### src/rtl/sixfk_pkg.sv
// shared types, constants and link tables for the six-axis forward kinematics block
// no dependencies; imported by the top level, sixfk_front and sixfk_back
package sixfk_pkg;

    localparam int NUM_CFG = 6;

    typedef logic [5:0][31:0] t_six;

    typedef struct packed {
        logic [8:0][31:0] rot;
        logic [2:0][31:0] pos;
    } t_result;

    typedef struct packed {
        logic       valid;
        t_six       item;
    } t_qhead;

    typedef enum logic [4:0] {
        S_IDLE,
        S_PHASE,
        S_XRAD,
        S_XSQ,
        S_TMUL,
        S_TDIV,
        S_TFIX,
        S_SFIN,
        S_STORE,
        S_INIT,
        S_LINK,
        S_PLX,
        S_PLY,
        S_POS,
        S_ROT,
        S_COMMIT,
        S_DONE
    } t_state;

    typedef struct packed {
        logic [7:0]  div;
        logic [32:0] rcp;
    } t_divstep;

    localparam logic [29:0] TURN_GAIN  = 30'd683565276;
    localparam logic [31:0] QUARTER_PI = 32'd3373259426;
    localparam logic [30:0] ONE_Q30    = 31'd1073741824;
    localparam logic [4:0]  LAST_SINE  = 5'd4;
    localparam logic [4:0]  LAST_COS   = 5'd10;

    localparam t_six CFG_RESET = {
        32'd21984864,
        32'd31057982,
        32'd43996571,
        32'hF6DAB9F4,
        32'hF63261DF,
        32'd34171834
    };

    // series divisors with reciprocals floor(2^33 / d)
    function automatic t_divstep div_step(input logic [4:0] n);
        t_divstep r;
        case (n)
            5'd0:    r = '{div: 8'd110, rcp: 33'd78090314};
            5'd1:    r = '{div: 8'd72,  rcp: 33'd119304647};
            5'd2:    r = '{div: 8'd42,  rcp: 33'd204522252};
            5'd3:    r = '{div: 8'd20,  rcp: 33'd429496729};
            5'd4:    r = '{div: 8'd6,   rcp: 33'd1431655765};
            5'd5:    r = '{div: 8'd132, rcp: 33'd65075262};
            5'd6:    r = '{div: 8'd90,  rcp: 33'd95443717};
            5'd7:    r = '{div: 8'd56,  rcp: 33'd153391689};
            5'd8:    r = '{div: 8'd30,  rcp: 33'd286331153};
            5'd9:    r = '{div: 8'd12,  rcp: 33'd715827882};
            5'd10:   r = '{div: 8'd2,   rcp: 33'd4294967296};
            default: r = '{div: 8'd1,   rcp: 33'd0};
        endcase
        return r;
    endfunction

endpackage

### src/rtl/sixfk_front.sv
// front end: accepts joint beats and holds them in a short queue
// depends on sixfk_pkg
module sixfk_front #(
    parameter int DEPTH = 2
) (
    input  logic                   i_clk,
    input  logic                   i_rst_n,
    input  logic                   i_start,
    input  sixfk_pkg::t_six        i_item,
    output logic                   o_busy,
    output sixfk_pkg::t_qhead      o_head,
    input  logic                   i_pop
);
    import sixfk_pkg::*;

    localparam int AW = (DEPTH > 1) ? $clog2(DEPTH) : 1;

    t_six             r_mem [DEPTH];
    logic [AW-1:0]    r_wp, r_rp;
    logic [AW:0]      r_cnt;
    logic             full, push, pop;

    assign full   = (r_cnt == (AW+1)'(DEPTH));
    assign push   = i_start & ~full;
    assign pop    = i_pop & (r_cnt != '0);
    assign o_busy = full;
    assign o_head = '{valid: (r_cnt != '0), item: r_mem[r_rp]};

    always_ff @(posedge i_clk) begin
        if (push) begin
            r_mem[r_wp] <= i_item;
        end
    end

    always_ff @(posedge i_clk) begin
        if (!i_rst_n) begin
            r_wp  <= '0;
            r_rp  <= '0;
            r_cnt <= '0;
        end else begin
            if (push) begin
                r_wp <= (r_wp == AW'(DEPTH - 1)) ? '0 : r_wp + 1'b1;
            end
            if (pop) begin
                r_rp <= (r_rp == AW'(DEPTH - 1)) ? '0 : r_rp + 1'b1;
            end
            case ({push, pop})
                2'b10:   r_cnt <= r_cnt + 1'b1;
                2'b01:   r_cnt <= r_cnt - 1'b1;
                default: r_cnt <= r_cnt;
            endcase
        end
    end
endmodule

### config.mk
export PLATFORM = sky130hd
export DESIGN_NAME = sixfk_front
export DESIGN_NICKNAME = d
export VERILOG_FILES = /design/src/rtl/sixfk_pkg.sv /design/src/rtl/sixfk_front.sv
export SDC_FILE = /design/constraint.sdc
export NUM_CORES = 1
export LEC_CHECK = 0
export BUFFER_PORTS_ARGS = -buffer_cell sky130_fd_sc_hd__clkbuf_2
export CAP_MARGIN = 0
export CORE_AREA = 2 2 168 170
export CTS_CLUSTER_DIAMETER = 80
export DETAILED_ROUTE_END_ITERATION = 7
export DIE_AREA = 0 0 170 172
export PLACE_DENSITY = 0.81
export REMOVE_ABC_BUFFERS = 1
export SLEW_MARGIN = 20
export SYNTH_ARGS = -nofsm -noshare
export SYNTH_HDL_FRONTEND = slang
export SYNTH_SLANG_ARGS = --single-unit
### constraint.sdc
create_clock -name i_clk -period 8.55 [get_ports i_clk]
set_clock_uncertainty 0.1 [all_clocks]
set_input_delay 2.1375 -clock i_clk [delete_from_list [all_inputs] [get_ports i_clk]]
set_output_delay 2.1375 -clock i_clk [all_outputs]
set_load 0.01 [all_outputs]
# Word-level counts from Yosys, hierarchy flattened
# Memories as Yosys holds them, arrays and structs flattened. A register that Yosys moved wholly into a read port is not among the register bits.
# Cells that the tools add are included.
[totals] memories=1 ramBits=384 word_cells=23 in_bits=196 output_inout_bits=194 register_bits=4
[classes] n_eq_ne=3 bitwise=3 n_reduce_logical=2 muxes=7 addsub=4
[memory_table] name="r_mem" depth=2 word_bits=192 rd=1 rd_ports_with_merged_regs=1 write_ports=1 line="sixfk_front.sv:18" rtl="t_six r_mem [DEPTH];"
[op_table] op="two-way mux 1 bit" n=6
[op_table] op="equality test 2 bit (second input constant)" n=2
[op_table] op="case mux 2 bit (2 select lines)" n=1
[op_table] op="nonzero test 2 bit" n=2
[op_table] op="adder 1 bit (second input constant)" n=2
[op_table] op="adder 2 x 1 -> 2 bit (second input constant)" n=1
[op_table] op="bitwise AND 1 bit" n=2
[op_table] op="equality test 2 x 1 -> 1 bit (second input constant)" n=1
[op_table] op="subtractor 2 x 1 -> 2 bit (second input constant)" n=1
[op_table] op="inverter 1 bit" n=1

# Depth between registers and ports, before layout
[depth] ltp_word=5 mapped_depth=6 depth_no_buf=6

# Least setup slack after synthesis
# OpenSTA, ideal clock, no wires.
[synth_timing] kind="input to register" from="input port i_start" to="memory r_mem[1][0] (netlist bit) (enable)" path_slack_ns=1.297 setup_time_ns=0.577 required_time_ns=7.873 stages=1 path_buffers=0 arrival_time_ns=6.576 path_cell_list="and3_1"
[synth_via] elab_chain_len=3
[synth_rtl] item="start, declared" line="sixfk_front.sv:8" rtl="input logic i_start,"
[synth_rtl] item="bitwise AND 1 bit" line="sixfk_front.sv:24" rtl="assign push = i_start & ~full;"
[synth_rtl] item="two-way mux 1 bit" line="sixfk_front.sv:30" rtl="if (push) begin"
[synth_rtl] item="two-way mux 1 bit (implied by the code)" line="sixfk_front.sv:31" rtl="r_mem[r_wp] <= i_item;"
[synth_rtl] item="end, declared" line="sixfk_front.sv:18"
# No other way between the ends.

==> impl_metrics.tcl <==
set metrics [dict create \
    synth_top_family_by_area "multiplexers" \
    critPathMaxStageDelay_ns 0.82 \
    hold_slack_ns 0.432 \
    ys_types 18 \
    dieArea_um2 29200 \
    relSlewSlack 0.299 \
    wirelength_mm 27.7 \
    cts-root-buf "clkbuf_16" \
    fp.dieH_um 172 \
    clk_latency_ns 0.51 \
    num_vias 7233 \
    placementRows 61 \
    clk_path_buf_depth 3 \
    final_hold_viol_count 0 \
    fmaxAchievable_mhz 201 \
    cp.required_ns 6.31 \
    synth_area_um2 14000 \
    yosysSeqAreaShare 0.829 \
    synthSimpleGateAreaFrac 0.00401 \
    grt_setup_unrepaired "no" \
    post_cts_buffers 0 \
    via_per_inst 5.12 \
    wire_per_inst_um 19.6 \
    syn-instance-count 623 \
    synth-seq-cells 389 \
    worstHoldStart "r_wp$_SDFFE_PN0N_" \
    holdPathStages 2 \
    endpoint_kind "output pin" \
    antenna_found_initial 2 \
    grt_overflow 0 \
    fin_tns_setup_ns 0 \
    stdcell_area_um2 17600 \
    portBuffers 389 \
    n_fill_cell 1909 \
    area_growth_pct 25.6 \
    crit_buf_inv 2 \
    cp_max_fo 138 \
    status "finished, final reports clean" \
    ys_warn_count 0 \
    setup_violations 0 \
    muxShareOfSynthArea 0.154 \
    grt_max_degree 139 \
    r2r_cells 5 \
    crit_family "flip-flops" \
    fin_nets 1234 \
    cp_num_cells 3 \
    firstDrtPassIters 4 \
    p_leak_nw 6.65 \
    coreArea_um2 27500 \
    crit_chain "buf_12 > mux2_2 > clkbuf_2" \
    grt_first_pass_wirelength_mm 39.7 \
    reg2reg_from "r_cnt[0]$_SDFFE_PN0P_" \
    numCtsBuffers 40 \
    synth-adder-area-share 0.000891 \
    critical_path_class "reg -> out" \
    slew_viol_final 0 \
    synth_compound_gate_area_share 0.00232 \
    clock-sinks 389 \
    die_w_um 170 \
    cts_resized 0 \
    antenna_left 0 \
    routabilityCongestion 0.772 \
    worst_pin_slew_ns 1.05 \
    grt_usage 0.179 \
    dp_hpwl_mm 17.8 \
    power_density_nw_per_um2 309 \
    drtIter0Drc 452 \
    hp-class "reg -> reg" \
    critPathSlowestCell "dfxtp_4" \
    clkTransAtPathRegs_ns 0.06 \
    drive_gt1_frac 0.606 \
    grt_pass1_vias 7406 \
    htree_num_levels 2 \
    pin_count 390 \
    drc 0 \
    cts_tree "yes" \
    syn-mean-instance-area_um2 22.5 \
    place_area_um2 16400 \
    initial_core_util 0.511 \
    pre_cts_ws_ns 3.73 \
    final.setup.worst_slack_ns 3.58 \
    min_period_over_period 0.581 \
    cp.arrival_ns 2.73 \
    postCtsHoldBufs 0 \
    synthXorXnorAreaFrac 0.00187 \
    ir_drop_uv 321 \
    cap_violations 0 \
    critPathLaunchType "register" \
    finalCriticalPeriod_ns 4.97 \
]
## stage by stage
stage               std cells  utilization  total power, mW
detailed placement       1341        0.596             3.86
finish                   1412        0.642             5.46
global placement         1341        0.596             3.83
floorplan                 602            -             3.42
CTS                      1411        0.641             5.52
global route             1411        0.641             5.69
## worst min-delay path, stage by stage (launching register included)
cell and delay, ns:
dfxtp_1 0.32, o21ai_0 0.09, a21boi_1 0.07
## layout make-up
| cell class | instances | area, um^2 | area share |
|---|---|---|---|
| Tap cell | 346 | 433 | 0.0246 |
| Clock buffer | 50 | 1080 | 0.0613 |
| Sequential cell | 389 | 11600 | 0.660 |
| Inverter | 3 | 18.8 | 0.00106 |
| Clock inverter | 20 | 175 | 0.00994 |
| Timing Repair Buffer | 393 | 1990 | 0.113 |
| Multi-Input combinational cell | 210 | 2290 | 0.130 |
| Antenna cell | 1 | 2.50 | 0.000142 |
## synthesized netlist by cell type, drive strengths merged
master	count	area, um^2
edfxtp	384	11500
mux2	192	2160
buf	21	105
dfxtp	5	100
inv	3	11.3
xnor2	3	26.3
a21boi	2	15.0
nor2b	2	12.5
o21ai	2	10.0
or3	2	12.5
and2	1	6.26
and3	1	6.26
ha	1	12.5
nand2	1	3.75
nand2b	1	8.76
o21a	1	7.51
or2	1	6.26
## flip-flops by register name, summed over array words and instances, names as in the netlist, named ones only
| signal | flops |
|---|---|
| r_wp | 1 |
| r_rp | 1 |
| r_mem | 384 |
| r_cnt | 2 |
## cell families after synthesis
kind of cell / Yosys count
xor gates and xnor gates: 3
DFF: 389
adders and majority gates: 1
buffers and inverters: 24
and+or+nand+nor: 9
AOI/OAI and AO/OA: 5
muxes: 192
## placed cells by master, fill, tap and decap left out, drive strengths merged
| cell type | instances |
|---|---|
| dfxtp | 5 |
| diode | 1 |
| buf | 4 |
| ha | 1 |
| nand2 | 1 |
| and3 | 1 |
| or2 | 1 |
| clkinv | 15 |
| o21ai | 2 |
| and2 | 1 |
| o21a | 1 |
| bufinv | 3 |
| nand2b | 1 |
| a21boi | 2 |
| nor2b | 2 |
| edfxtp | 384 |
| or3 | 2 |
| mux2 | 192 |
| xnor2 | 3 |
| inv | 5 |
| clkbuf | 439 |
## report_power, final
| group | internal (mW) | total (mW) | switching (mW) |
|---|---|---|---|
| Combinational | 0.595 | 1.30 | 0.704 |
| Sequential | 2.41 | 2.51 | 0.0971 |
| Clock | 0.984 | 1.65 | 0.666 |
| Total | 3.99 | 5.46 | 1.47 |
## layer usage
metal,part of all wire,global-route usage
met4,0.037,0.0747
met1,0.35,0.197
met5,0.0012,0
met2,0.51,0.316
met3,0.095,0.0664
## path summary, 6_finish.rpt
path / to / slack [ns]
max reg2reg: r_mem[0][143]$_DFFE_PP_ / 5.46
max: o_head[101] / 3.58
min reg2reg: r_wp$_SDFFE_PN0N_ / 0.43
min: r_wp$_SDFFE_PN0N_ / 0.43
(Power assumes the default switching activity.)
